### config.mk
export PLATFORM = sky130hd
export DESIGN_NAME = joystick_menu_setting_adjuster_unit_flat
export DESIGN_NICKNAME = d
export VERILOG_FILES = /design/src/jmsa_pkg.sv /design/src/jmsa_if.sv /design/src/joystick_menu_setting_adjuster_unit.sv /design/src/flat_wrapper.sv
export SDC_FILE = /design/constraint.sdc
export NUM_CORES = 1
export LEC_CHECK = 0
export BUFFER_PORTS_ARGS = -buffer_cell sky130_fd_sc_hd__buf_2
export CAP_MARGIN = 30
export CORE_UTILIZATION = 46
export CTS_CLUSTER_SIZE = 16
export DETAILED_ROUTE_END_ITERATION = 7
export HOLD_SLACK_MARGIN = 0.03
export SLEW_MARGIN = 15
export SYNTH_ARGS = -nofsm -noshare
export SYNTH_HDL_FRONTEND = slang
export SYNTH_SLANG_ARGS = --single-unit
### constraint.sdc
create_clock -name clk -period 15.19 [get_ports clk]
set_input_delay 0 -clock clk [delete_from_list [all_inputs] [get_ports clk]]
set_output_delay 0 -clock clk [all_outputs]
set_load 0.03 [all_outputs]
### src/jmsa_pkg.sv
// Shared types and constants for the joystick menu setting adjuster.
package jmsa_pkg;

	localparam int SAMPLE_W   = 12;
	localparam int NULL_W     = 12;
	localparam int DEAD_W     = 11;
	localparam int COUNT_W    = 8;
	localparam int SETTING_W  = 8;
	localparam int MODE_W     = 3;
	localparam int CFG_IDX_W  = 2;
	localparam int CFG_DATA_W = 12;

	// divider datapath: dividend up to 7 * 4095, divisor shifted left by up to 8
	localparam int DIV_W      = 16;
	localparam int STEP_W     = 4;
	localparam logic [STEP_W-1:0] SET_STEPS = 4'd4;
	localparam logic [STEP_W-1:0] MOD_STEPS = 4'd9;

	localparam logic [SETTING_W-1:0] SETTING_MAX = 8'd255;
	localparam logic [2:0]           DELTA_MAX   = 3'd7;

	localparam logic [MODE_W-1:0] MODE_BRIGHTNESS = 3'd0;
	localparam logic [MODE_W-1:0] MODE_SPEED      = 3'd1;
	localparam logic [MODE_W-1:0] MODE_INTENSITY  = 3'd2;
	localparam logic [MODE_W-1:0] MODE_EFFECT     = 3'd3;
	localparam logic [MODE_W-1:0] MODE_PALETTE    = 3'd4;

	localparam logic [CFG_IDX_W-1:0] CFG_NULL_POINT    = 2'd0;
	localparam logic [CFG_IDX_W-1:0] CFG_DEAD_ZONE     = 2'd1;
	localparam logic [CFG_IDX_W-1:0] CFG_EFFECT_COUNT  = 2'd2;
	localparam logic [CFG_IDX_W-1:0] CFG_PALETTE_COUNT = 2'd3;

	typedef enum logic [2:0] {
		ST_IDLE,
		ST_CALC,
		ST_DIV,
		ST_WB,
		ST_DONE
	} state_t;

	typedef enum logic [1:0] {
		OP_HOLD,
		OP_SUB,
		OP_ADD,
		OP_UP
	} op_t;

endpackage

### src/jmsa_if.sv
// Valid/ready channel interfaces for samples and results.
interface jmsa_sample_if;
	import jmsa_pkg::*;

	logic                valid;
	logic                ready;
	logic [SAMPLE_W-1:0] stick_x;
	logic                button_down;

	modport source (output valid, output stick_x, output button_down, input ready);
	modport sink   (input valid, input stick_x, input button_down, output ready);
endinterface

interface jmsa_result_if;
	import jmsa_pkg::*;

	logic                 valid;
	logic                 ready;
	logic [MODE_W-1:0]    menu_mode;
	logic [SETTING_W-1:0] brightness;
	logic [SETTING_W-1:0] effect_speed;
	logic [SETTING_W-1:0] effect_intensity;
	logic [SETTING_W-1:0] effect_index;
	logic [SETTING_W-1:0] palette_index;

	modport source (output valid, output menu_mode, output brightness, output effect_speed,
		output effect_intensity, output effect_index, output palette_index, input ready);
	modport sink (input valid, input menu_mode, input brightness, input effect_speed,
		input effect_intensity, input effect_index, input palette_index, output ready);
endinterface

### src/joystick_menu_setting_adjuster_unit.sv
// After accept: ST_CALC, then ST_DIV when the delta divides or an index steps up, then ST_WB and
// ST_DONE, which loads the output register once it is free. The shared restoring divider
// retires one quotient bit per cycle (4 bits for the delta map, 9 for the index modulo).
// A finished result waits in the output register while the next sample is accepted.
// Reset (arst_n low, asynchronous): mode 0, both arms set, all settings and indexes 0,
// configuration back to null point 2048, dead zone 200, 16 effects, 8 palettes.
module joystick_menu_setting_adjuster_unit #(
	parameter int SAMPLE_BITS = 12
) (
	input  logic                              clk,
	input  logic                              arst_n,
	input  logic                              cfg_we,
	input  logic [jmsa_pkg::CFG_IDX_W-1:0]    cfg_index,
	input  logic [jmsa_pkg::CFG_DATA_W-1:0]   cfg_data,
	jmsa_sample_if.sink                       sample,
	jmsa_result_if.source                     result
);
	import jmsa_pkg::*;

	localparam int XW = SAMPLE_W + 1;
	localparam int CW = (SAMPLE_BITS + 1 > XW) ? SAMPLE_BITS + 1 : XW;
	localparam logic [SAMPLE_W-1:0] X_MASK = SAMPLE_W'((17'(1) << SAMPLE_BITS) - 17'(1));
	localparam logic [CW-1:0] FULL = CW'(1) << SAMPLE_BITS;

	state_t state_q, state_nxt;
	op_t    op_q;

	logic [NULL_W-1:0]  null_point_q;
	logic [DEAD_W-1:0]  dead_zone_q;
	logic [COUNT_W-1:0] effect_count_q;
	logic [COUNT_W-1:0] palette_count_q;

	logic [MODE_W-1:0]    mode_q;
	logic                 button_armed_q;
	logic                 stick_armed_q;
	logic [SETTING_W-1:0] brightness_q, speed_q, intensity_q, effect_q, palette_q;

	logic [SAMPLE_W-1:0] x_q;
	logic [DIV_W-1:0]    rem_q, dsh_q;
	logic [3:0]          quo_q;
	logic [STEP_W-1:0]   step_q;

	logic                 out_valid_q;
	logic [MODE_W-1:0]    out_mode_q;
	logic [SETTING_W-1:0] out_bright_q, out_speed_q, out_inten_q, out_effect_q, out_palette_q;

	logic sample_acc, out_load;

	// sample window math
	logic [XW-1:0]         xe, hi;
	logic signed [XW-1:0]  lo;
	logic                  right, left, band, lo_pos;
	logic [SAMPLE_W-1:0]   dev_right;
	logic [SAMPLE_W-1:0]   num_base;
	logic [DIV_W-1:0]      num7;
	logic [CW-1:0]         x_plus_d;
	logic                  at_top, at_bottom;
	logic [SETTING_W-1:0]  sel_setting, sel_idx, sel_cnt;
	logic [SETTING_W:0]    idx_inc;

	// divider step and writeback
	logic                  div_ge;
	logic [2:0]            delta;
	logic [SETTING_W:0]    add_sum;
	logic [SETTING_W-1:0]  upd_val;

	assign xe        = {1'b0, x_q};
	assign hi        = {1'b0, null_point_q} + {2'b00, dead_zone_q};
	assign lo        = $signed({1'b0, null_point_q}) - $signed({2'b00, dead_zone_q});
	assign right     = xe > hi;
	assign left      = $signed(xe) < lo;
	assign band      = ($signed(xe) > lo) && (xe < hi);
	assign lo_pos    = !lo[XW-1] && (lo != '0);
	assign dev_right = SAMPLE_W'(xe - hi);
	assign num_base  = right ? dev_right : x_q;
	assign num7      = DIV_W'({num_base, 3'b000}) - DIV_W'(num_base);

	assign x_plus_d  = CW'(x_q) + CW'(dead_zone_q);
	assign at_top    = x_plus_d > FULL;
	assign at_bottom = {1'b0, x_q} < {2'b00, dead_zone_q};

	always_comb begin
		case (mode_q)
			MODE_BRIGHTNESS: sel_setting = brightness_q;
			MODE_SPEED:      sel_setting = speed_q;
			default:         sel_setting = intensity_q;
		endcase
	end

	assign sel_idx = (mode_q == MODE_EFFECT) ? effect_q : palette_q;
	always_comb begin
		sel_cnt = (mode_q == MODE_EFFECT) ? effect_count_q : palette_count_q;
		if (sel_cnt == '0) begin
			sel_cnt = 8'd1;
		end
	end
	assign idx_inc = {1'b0, sel_idx} + 9'd1;

	assign div_ge  = rem_q >= dsh_q;
	assign delta   = (op_q == OP_SUB) ? (quo_q[3] ? DELTA_MAX : quo_q[2:0]) : DELTA_MAX - quo_q[2:0];
	assign add_sum = {1'b0, sel_setting} + {6'b0, delta};

	always_comb begin
		case (op_q)
			OP_SUB:  upd_val = (sel_setting < {5'b0, delta}) ? '0 : sel_setting - {5'b0, delta};
			OP_ADD:  upd_val = add_sum[SETTING_W] ? SETTING_MAX : add_sum[SETTING_W-1:0];
			OP_UP:   upd_val = rem_q[SETTING_W-1:0];
			default: upd_val = sel_setting;
		endcase
	end

	// next state
	always_comb begin
		state_nxt = state_q;
		case (state_q)
			ST_IDLE: begin
				if (sample.valid) state_nxt = ST_CALC;
			end
			ST_CALC: begin
				state_nxt = ST_WB;
				if ((mode_q == MODE_BRIGHTNESS || mode_q == MODE_SPEED ||
				     mode_q == MODE_INTENSITY) && ((right && lo_pos) || (!right && left))) begin
					state_nxt = ST_DIV;
				end else if ((mode_q == MODE_EFFECT || mode_q == MODE_PALETTE) &&
				             stick_armed_q && !at_top && at_bottom) begin
					state_nxt = ST_DIV;
				end
			end
			ST_DIV: begin
				if (step_q == STEP_W'(1)) state_nxt = ST_WB;
			end
			ST_WB: state_nxt = ST_DONE;
			ST_DONE: begin
				if (!out_valid_q || result.ready) state_nxt = ST_IDLE;
			end
			default: state_nxt = ST_IDLE;
		endcase
	end

	// outputs of the sequencer
	always_comb begin
		sample_acc = 1'b0;
		out_load   = 1'b0;
		case (state_q)
			ST_IDLE: sample_acc = sample.valid;
			ST_DONE: out_load   = !out_valid_q || result.ready;
			default: ;
		endcase
	end

	assign sample.ready = (state_q == ST_IDLE);

	always_ff @(posedge clk or negedge arst_n) begin
		if (!arst_n) begin
			state_q <= ST_IDLE;
		end else begin
			state_q <= state_nxt;
		end
	end

	// configuration
	always_ff @(posedge clk or negedge arst_n) begin
		if (!arst_n) begin
			null_point_q    <= 12'd2048;
			dead_zone_q     <= 11'd200;
			effect_count_q  <= 8'd16;
			palette_count_q <= 8'd8;
		end else if (cfg_we) begin
			case (cfg_index)
				CFG_NULL_POINT:    null_point_q    <= cfg_data[NULL_W-1:0];
				CFG_DEAD_ZONE:     dead_zone_q     <= cfg_data[DEAD_W-1:0];
				CFG_EFFECT_COUNT:  effect_count_q  <= cfg_data[COUNT_W-1:0];
				CFG_PALETTE_COUNT: palette_count_q <= cfg_data[COUNT_W-1:0];
				default: ;
			endcase
		end
	end

	// architectural state
	always_ff @(posedge clk or negedge arst_n) begin
		if (!arst_n) begin
			mode_q         <= MODE_BRIGHTNESS;
			button_armed_q <= 1'b1;
			stick_armed_q  <= 1'b1;
			brightness_q   <= '0;
			speed_q        <= '0;
			intensity_q    <= '0;
			effect_q       <= '0;
			palette_q      <= '0;
		end else begin
			if (sample_acc) begin
				if (sample.button_down && button_armed_q) begin
					mode_q         <= (mode_q >= MODE_PALETTE) ? MODE_BRIGHTNESS : mode_q + 3'd1;
					button_armed_q <= 1'b0;
				end else if (!sample.button_down) begin
					button_armed_q <= 1'b1;
				end
			end
			if (state_q == ST_CALC) begin
				case (mode_q)
					MODE_BRIGHTNESS, MODE_SPEED, MODE_INTENSITY: begin
						if (right || left) begin
							stick_armed_q <= 1'b0;
						end else if (band) begin
							stick_armed_q <= 1'b1;
						end
					end
					MODE_EFFECT, MODE_PALETTE: begin
						if (at_top && stick_armed_q) begin
							// step down, wrapping from 0 to the count minus one; an index above the count is not wrapped
							if (mode_q == MODE_EFFECT) begin
								effect_q <= (sel_idx == '0) ? sel_cnt - 8'd1 : sel_idx - 8'd1;
							end else begin
								palette_q <= (sel_idx == '0) ? sel_cnt - 8'd1 : sel_idx - 8'd1;
							end
							stick_armed_q <= 1'b0;
						end else if (at_bottom && stick_armed_q) begin
							stick_armed_q <= 1'b0;
						end else if (band) begin
							stick_armed_q <= 1'b1;
						end
					end
					default: ;
				endcase
			end
			if (state_q == ST_WB && op_q != OP_HOLD) begin
				case (mode_q)
					MODE_BRIGHTNESS: brightness_q <= upd_val;
					MODE_SPEED:      speed_q      <= upd_val;
					MODE_INTENSITY:  intensity_q  <= upd_val;
					MODE_EFFECT:     effect_q     <= upd_val;
					MODE_PALETTE:    palette_q    <= upd_val;
					default: ;
				endcase
			end
		end
	end

	// working registers: sample, op and the restoring divider
	always_ff @(posedge clk) begin
		if (sample_acc) begin
			x_q <= sample.stick_x & X_MASK;
		end
		if (state_q == ST_CALC) begin
			case (mode_q)
				MODE_BRIGHTNESS, MODE_SPEED, MODE_INTENSITY: begin
					if (right) begin
						op_q <= OP_SUB;
					end else if (left) begin
						op_q <= OP_ADD;
					end else begin
						op_q <= OP_HOLD;
					end
					// force a full delta when the lower band edge is not positive
					quo_q  <= (right && !lo_pos) ? 4'b1000 : 4'b0000;
					rem_q  <= num7;
					dsh_q  <= DIV_W'({lo[SAMPLE_W-1:0], 3'b000});
					step_q <= SET_STEPS;
				end
				MODE_EFFECT, MODE_PALETTE: begin
					op_q   <= (stick_armed_q && !at_top && at_bottom) ? OP_UP : OP_HOLD;
					quo_q  <= '0;
					rem_q  <= DIV_W'(idx_inc);
					dsh_q  <= DIV_W'({sel_cnt, 8'b0});
					step_q <= MOD_STEPS;
				end
				default: begin
					op_q  <= OP_HOLD;
					quo_q <= '0;
				end
			endcase
		end
		if (state_q == ST_DIV) begin
			if (div_ge) begin
				rem_q <= rem_q - dsh_q;
			end
			quo_q  <= {quo_q[2:0], div_ge};
			dsh_q  <= dsh_q >> 1;
			step_q <= step_q - STEP_W'(1);
		end
	end

	// output register
	always_ff @(posedge clk or negedge arst_n) begin
		if (!arst_n) begin
			out_valid_q <= 1'b0;
		end else if (out_load) begin
			out_valid_q <= 1'b1;
		end else if (result.ready) begin
			out_valid_q <= 1'b0;
		end
	end

	always_ff @(posedge clk) begin
		if (out_load) begin
			out_mode_q    <= mode_q;
			out_bright_q  <= brightness_q;
			out_speed_q   <= speed_q;
			out_inten_q   <= intensity_q;
			out_effect_q  <= effect_q;
			out_palette_q <= palette_q;
		end
	end

	assign result.valid            = out_valid_q;
	assign result.menu_mode        = out_mode_q;
	assign result.brightness       = out_bright_q;
	assign result.effect_speed     = out_speed_q;
	assign result.effect_intensity = out_inten_q;
	assign result.effect_index     = out_effect_q;
	assign result.palette_index    = out_palette_q;

endmodule
### src/flat_wrapper.sv
// flat-port wrapper written by rule: the top's interface ports become plain ports
module joystick_menu_setting_adjuster_unit_flat import jmsa_pkg::*;
#(
	parameter int SAMPLE_BITS = 12
)
  (clk, arst_n, cfg_we, cfg_index, cfg_data, sample_valid, sample_stick_x, sample_button_down, sample_ready, result_valid, result_menu_mode, result_brightness, result_effect_speed, result_effect_intensity, result_effect_index, result_palette_index, result_ready);
  jmsa_sample_if sample_i ();
  jmsa_result_if result_i ();
  input  logic clk;
  input  logic arst_n;
  input  logic cfg_we;
  input  logic [jmsa_pkg::CFG_IDX_W-1:0] cfg_index;
  input  logic [jmsa_pkg::CFG_DATA_W-1:0] cfg_data;
  input wire logic [$bits(sample_i.valid)-1:0] sample_valid;
  input wire logic [$bits(sample_i.stick_x)-1:0] sample_stick_x;
  input wire logic [$bits(sample_i.button_down)-1:0] sample_button_down;
  output wire logic [$bits(sample_i.ready)-1:0] sample_ready;
  output wire logic [$bits(result_i.valid)-1:0] result_valid;
  output wire logic [$bits(result_i.menu_mode)-1:0] result_menu_mode;
  output wire logic [$bits(result_i.brightness)-1:0] result_brightness;
  output wire logic [$bits(result_i.effect_speed)-1:0] result_effect_speed;
  output wire logic [$bits(result_i.effect_intensity)-1:0] result_effect_intensity;
  output wire logic [$bits(result_i.effect_index)-1:0] result_effect_index;
  output wire logic [$bits(result_i.palette_index)-1:0] result_palette_index;
  input wire logic [$bits(result_i.ready)-1:0] result_ready;
  assign sample_i.valid = sample_valid;
  assign sample_i.stick_x = sample_stick_x;
  assign sample_i.button_down = sample_button_down;
  assign sample_ready = sample_i.ready;
  assign result_valid = result_i.valid;
  assign result_menu_mode = result_i.menu_mode;
  assign result_brightness = result_i.brightness;
  assign result_effect_speed = result_i.effect_speed;
  assign result_effect_intensity = result_i.effect_intensity;
  assign result_effect_index = result_i.effect_index;
  assign result_palette_index = result_i.palette_index;
  assign result_i.ready = result_ready;
  joystick_menu_setting_adjuster_unit #(.SAMPLE_BITS(SAMPLE_BITS)) u_core (.clk(clk), .arst_n(arst_n), .cfg_we(cfg_we), .cfg_index(cfg_index), .cfg_data(cfg_data), .sample(sample_i), .result(result_i));
endmodule
==> flow_summary.yaml, run 1 <==
global_route:
  grt_pass1_vias: 9758
  track_usage_pct: 24.0
  grt_max_degree: 51
  grt_pass1_wl_um: 52600
  overflow: 0
  antenna_found_initial: 0
finish:
  final_common_cell: "ha_1"
  drive_gt1_share_pct: 17.4
  mostFrequentLayoutCells: "ha_1, nand2_1, inv_1, a21oi_1, nor2_1"
  layout-area-overhead-vs-synth_pct: 13.5
  nets: 1522
  diodes: 0
critical_path:
  slowest_stage: "a211oi_1"
  setup.worst_path.end_class: "flip-flop"
  cp.required_ns: 15.50
  start_kind: "flip-flop"
  critPathMaxStageDelay_ns: 0.56
  crit_top_cell: "nor2_1"
  path_max_fanout: 36
  path_delay_family: "compound AO/OA/AOI/OAI gates"
  crit_arrival_ns: 6.59
  worstSetupPathType: "flip-flop to flip-flop"
  cp_num_buf_inv: 2
yosys:
  synth-seq-area-share_pct: 39.1
  syn_inst: 1269
  synth-edff-count: 80
  ys_async_sr_fraction_pct: 47.6
  avgSynthCellArea_um2: 10.0
  ys_ff_latch: 185
  syn-num-nets: 1415
  synth-warning-count: 0
  synth-main-ff-cell: "edfxtp_1"
  ys_types: 90
  synth_area_um2: 12700
place:
  place.gp.congestion: 0.905
  port_buffers: 76
  dp_hpwl_um: 25100
detailed_routing:
  ant_nets: 0
  firstDrtPassIters: 5
  via_count: 9938
  drtIter0Drc: 719
  routed_wl_um: 33100
  drcViolationCount: 0
  via_per_inst: 5.74
  wl_per_cell_um: 19.1
clock_tree:
  clk_pin_slew_ns: 0.09
  clk_path_buf_depth: 2
  cts_setup_buffers: 0
  cts_buffers: 17
  ctsHoldBuffers: 30
  htree_levels: 4
  cts_tree: "yes"
  clock_latency_ns: 0.45
  cts.sinks: 185
  cts_resized: 0
  clock-root-buffer: "clkbuf_16"
timing:
  finClkSkew_ns: 0.0189
  hold_viol_final: 0
  slew_headroom_pct: 40.1
  worst_pin_slew_ns: 0.896
  rsz0062_at_grt: "no"
  fin_crit_sh_pct: 41.3
  setup_violations: 0
  fmax_ghz: 0.159
  finalCriticalPeriod_ns: 6.28
  slew_viol_final: 0
  fin_setup_tns_ns: 0
floorplanning:
  fp-row-count: 60
  core_um2: 27000
  die_y_um: 168
  ios: 77
  initial_core_util_pct: 46.9
  fp.dieW_um: 168
  fp.dieArea_um2: 28200
outcome:
  status: "completed"
min_path:
  min_path_type: "input port to asynchronous set/reset pin"
job:
  drv_cap: 0
-- through the flow --
stage | setup slack [ns] | cell area (um2) | util [%] | cells | hold slack [ns]
floorplan | 9.46 | 12700 | - | 1269 | -0.296
global placement | 9.07 | 13400 | 49.6 | 1665 | 0.00977
detailed placement | 8.89 | 13400 | 49.7 | 1666 | 0.0155
CTS | 8.88 | 14400 | 53.2 | 1728 | 0.0738
global route | 8.34 | 14400 | 53.3 | 1730 | 0.0991
finish | 8.91 | 14400 | 53.3 | 1730 | 0.0562
-- state kept, by name, indices dropped and copies added, names as in the netlist, 4 cells and up --
register and cells:
u_core.effect_count_q 8, u_core.result.effect_speed 8, u_core.result.palette_index 8, u_core.speed_q 8, u_core.palette_q 8, u_core.palette_count_q 8, u_core.x_q 12, u_core.step_q 4
u_core.intensity_q 8, u_core.dead_zone_q 11, u_core.result.effect_intensity 8, u_core.null_point_q 12, u_core.effect_q 8, u_core.rem_q 16, u_core.result.effect_index 8, u_core.quo_q 4
u_core.dsh_q 16, u_core.result.brightness 8, u_core.brightness_q 8
-- routing by layer --
layer / up-vias / global-route usage (%) / part of all wire, %
met5: - / 0 / 0
met4: 0 / 6.96 / 2.0
met3: 40 / 2.91 / 3.7
met2: 222 / 41.2 / 49
met1: 4832 / 31.7 / 46
li1: 4844 / - / -
-- cell families after synthesis --
kind of cell,count (synthesis),synth area share [%]
and+or+nand+nor,339,13.3
AOI/OAI and AO/OA,308,15.9
DFF,185,39.1
buffers and inverters,122,4.02
muxes,119,10.3
adders and majority gates,114,11.7
xor gates and xnor gates,82,5.72
-- layout make-up --
class,instances,area (um2)
Inverter,90,338
Timing Repair Buffer,120,805
Fill cell,2468,12600
Clock buffer,17,425
Tap cell,341,427
Sequential cell,185,4950
Multi-Input combinational cell,962,7230
Clock inverter,15,215
-- final timing paths --
check | startpoint | endpoint | slack (ns) | depth (start not counted)
max | u_core.dead_zone_q[0]$_DFFE_PN0P_ | u_core.rem_q[9]$_DFF_P_ | 8.91 | 27
min | arst_n | u_core.effect_count_q[6]$_DFFE_PN0P_ | 0.06 | 2
max reg2reg | u_core.dead_zone_q[0]$_DFFE_PN0P_ | u_core.rem_q[9]$_DFF_P_ | 8.91 | 27
min reg2reg | u_core.intensity_q[0]$_DFFE_PN0P_ | u_core.result.effect_intensity[0]$_DFFE_PP_ | 0.48 | 0
max in group asynchronous | arst_n | u_core.state_q[1]$_DFFE_PN0P_ | 14.04 | 3
min in group clk | cfg_index[0] | u_core.null_point_q[6]$_DFFE_PN0P_ | 0.09 | 4
-- synthesized netlist by cell type, drive strengths merged (6+ instances only) --
cell type    n  area [um2]
o221ai       6        52.6
or2          7        43.8
xnor2       52         463
a221oi       6        52.6
edfxtp      80        2400
dfxtp       17         340
a31oi       17         106
fa           7         140
o21a        10        75.1
o21ai       70         354
and3         8        51.3
o211ai       7        52.6
mux2        84         946
a21o        14         105
a22oi       11        87.6
nor2        81         304
dfrtp       80        2000
or3          6        37.5
o21bai      11        82.6
buf          8        62.6
nor4        11        68.8
nor2b       21         131
nand3b      11        82.6
nand2      102         385
a21oi       88         444
nand2b      22         138
dfstp        8         210
inv         89         334
nand4       10        62.6
o22ai        6        37.5
nor3        21         105
xor2        30         263
a211oi      15         118
nand3       17        95.1
ha         107        1340
clkbuf      24         110
nor3b        7        52.6
mux2i       35         358
-- worst reg2reg max path, stage by stage (launching register included) --
cell       delay (ns)
dfrtp_1          0.42
ha_1             0.20
inv_1            0.06
fa_1             0.40
o21bai_1         0.21
o2111ai_1        0.15
a211oi_1         0.56
nor2_1           0.09
nor2_1           0.11
nor2_1           0.06
xnor2_1          0.12
ha_1             0.34
nand2_1          0.09
a221oi_1         0.27
nand2_1          0.12
a211oi_2         0.32
nand2_2          0.49
mux2_2           0.46
inv_1            0.07
ha_1             0.25
nor2_1           0.10
a21oi_1          0.05
a31oi_1          0.17
mux2i_1          0.12
a31oi_1          0.40
o21a_1           0.22
xor2_1           0.17
o221ai_1         0.14
Power of run 1 is not shown: default switching activity piles up to over one toggle a cycle in this logic, so the estimate is an artifact.
==> run 2: changes to the inputs <==
- clock period: 15.19 -> 6 ns (I/O delays scaled with it)
==> flow_summary.yaml, run 2 (same netlist as run 1, synthesis figures left out) <==
floorplanning:
  core_um2: 27000
  fp-row-count: 60
  initial_core_util_pct: 46.9
  fp.dieW_um: 168
  fp.dieArea_um2: 28200
  ios: 77
  die_y_um: 168
finish:
  layout-area-overhead-vs-synth_pct: 14.2
  drive_gt1_share_pct: 18.0
  nets: 1528
  diodes: 0
  fillers: 2482
  final_common_cell: "ha_1"
  mostFrequentLayoutCells: "ha_1, nand2_1, a21oi_1, inv_1, nor2_1"
  reg.largest.list: "u_core.dsh_q x16, u_core.rem_q x16"
detailed_routing:
  ant_nets: 0
  routed_wl_um: 33200
  firstDrtPassIters: 5
  via_per_inst: 5.71
  drtIter0Drc: 645
  via_count: 9905
  drcViolationCount: 0
  wl_per_cell_um: 19.1
critical_path:
  cp.required_ns: 6.31
  worstSetupPathType: "flip-flop to flip-flop"
  path_max_fanout: 9
  slowest_stage: "dfrtp_1"
  crit_arrival_ns: 5.89
  crit_top_cell: "a21oi_1"
  start_kind: "flip-flop"
  r2r_setup_slack_ns: 0.42
  setup.worst_path.end_class: "flip-flop"
  critPathMaxStageDelay_ns: 0.42
min_path:
  min_path_type: "input port to flip-flop"
global_route:
  grt_pass1_wl_um: 53000
  gr-usage-met3_pct: 3.29
  grt_util_met2_pct: 42.5
  track_usage_pct: 24.2
  met1_usage_pct: 31.3
  grt_max_degree: 59
  antenna_found_initial: 0
  grt_pass1_vias: 9727
  overflow: 0
  top_usage_layer: "met2"
timing:
  rsz0062_at_grt: "yes"
  finalCriticalPeriod_ns: 5.58
  fin_crit_sh_pct: 93.0
  slew_headroom_pct: 41.9
  fmax_ghz: 0.179
  fin_setup_tns_ns: 0
  slew_viol_final: 0
  worst_pin_slew_ns: 0.847
  finClkSkew_ns: 0.0247
  setup_violations: 0
  hold_viol_final: 0
outcome:
  status: "completed"
clock_tree:
  htree_levels: 4
  cts_buffers: 17
  cts.sinks: 185
  clk_pin_slew_ns: 0.08
  clk_path_buf_depth: 2
  clock-root-buffer: "clkbuf_16"
  cts_setup_buffers: 0
  clock_latency_ns: 0.46
  cts_tree: "yes"
place:
  port_buffers: 76
  place.gp.congestion: 0.932
  dp_hpwl_um: 25400
job:
  drv_cap: 0
-- run 2: changes by cell type in the layout (fill, tap and decap cells not counted) --
cell / before / now
inv_2: 1 / 2
o311ai_2: 1 / 2
inv_1: 88 / 87
o311ai_1: 1 / 0
a31oi_1: 17 / 15
inv_6: 3 / 4
inv_8: 2 / 0
inv_12: 4 / 5
a31oi_2: 0 / 2
buf_4: 13 / 17
buf_16: 0 / 1
buf_6: 1 / 2
-- run 2: final timing paths --
check                                             startpoint  cells past startpoint                                       to
setup / recovery           u_core.dead_zone_q[1]$_DFFE_PN0P_                     29                 u_core.rem_q[13]$_DFF_P_
hold / removal                                  cfg_index[0]                      3       u_core.null_point_q[9]$_DFFE_PN0P_
setup reg to reg           u_core.dead_zone_q[1]$_DFFE_PN0P_                     29                 u_core.rem_q[13]$_DFF_P_
hold reg to reg                u_core.speed_q[5]$_DFFE_PN0P_                      0  u_core.result.effect_speed[5]$_DFFE_PP_
max in group asynchronous                             arst_n                      3        u_core.dead_zone_q[9]$_DFFE_PN0P_
min in group asynchronous                             arst_n                      2        u_core.dead_zone_q[7]$_DFFE_PN1P_
-- run 2: repair_timing --
item | CTS | global route
endpoints found under the hold margin | 84 | 0
hold buffers | 30 | 0
setup endpoints to repair | 0 | 9
gates resized for setup | 0 | 4
-- run 2: layout make-up --
cell class	instances	area [um2]	area share, %
multi-input cells	962	7250	50.0
flip-flops and latches	185	4950	34.2
repair buffers	126	873	6.03
well taps	341	427	2.95
clock buffers	17	425	2.94
inverters	90	338	2.33
clock inverters	15	218	1.50
-- run 2: worst max-delay path, delay by kind of cell (launching register included) --
| family | cells | cell delay [ns] |
|---|---|---|
| AO/OA/AOI/OAI | 13 | 2.31 |
| XOR/XNOR | 2 | 0.30 |
| adder cells (fa/ha/maj) | 3 | 0.94 |
| buffers and inverters | 2 | 0.19 |
| flip-flops | 1 | 0.42 |
| multiplexers | 2 | 0.54 |
| AND/OR/NAND/NOR | 7 | 0.74 |
-- run 2: routing by layer --
metal / vias to the layer above / wire [um]
met5: - / 0
met2: 225 / 16500
met1: 4803 / 15100
met4: 0 / 620
met3: 37 / 1050
li1: 4840 / -
-- run 2: per-stage QoR --
| step | hold slack (ns) | utilization, % | cell area, um2 | instances | worst slack [ns] |
|---|---|---|---|---|---|
| detailed placement | -0.137 | 50.0 | 13500 | 1673 | 0.310 |
| floorplan | -0.296 | - | 12700 | 1269 | 0.271 |
| global placement | -0.139 | 49.8 | 13500 | 1670 | 0.430 |
| CTS | 0.0358 | 53.4 | 14400 | 1735 | 0.286 |
| finish | 0.0363 | 53.6 | 14500 | 1736 | 0.420 |
| global route | 0.0523 | 53.6 | 14500 | 1736 | -0.0265 |
Power of run 2 is left out for the same reason.
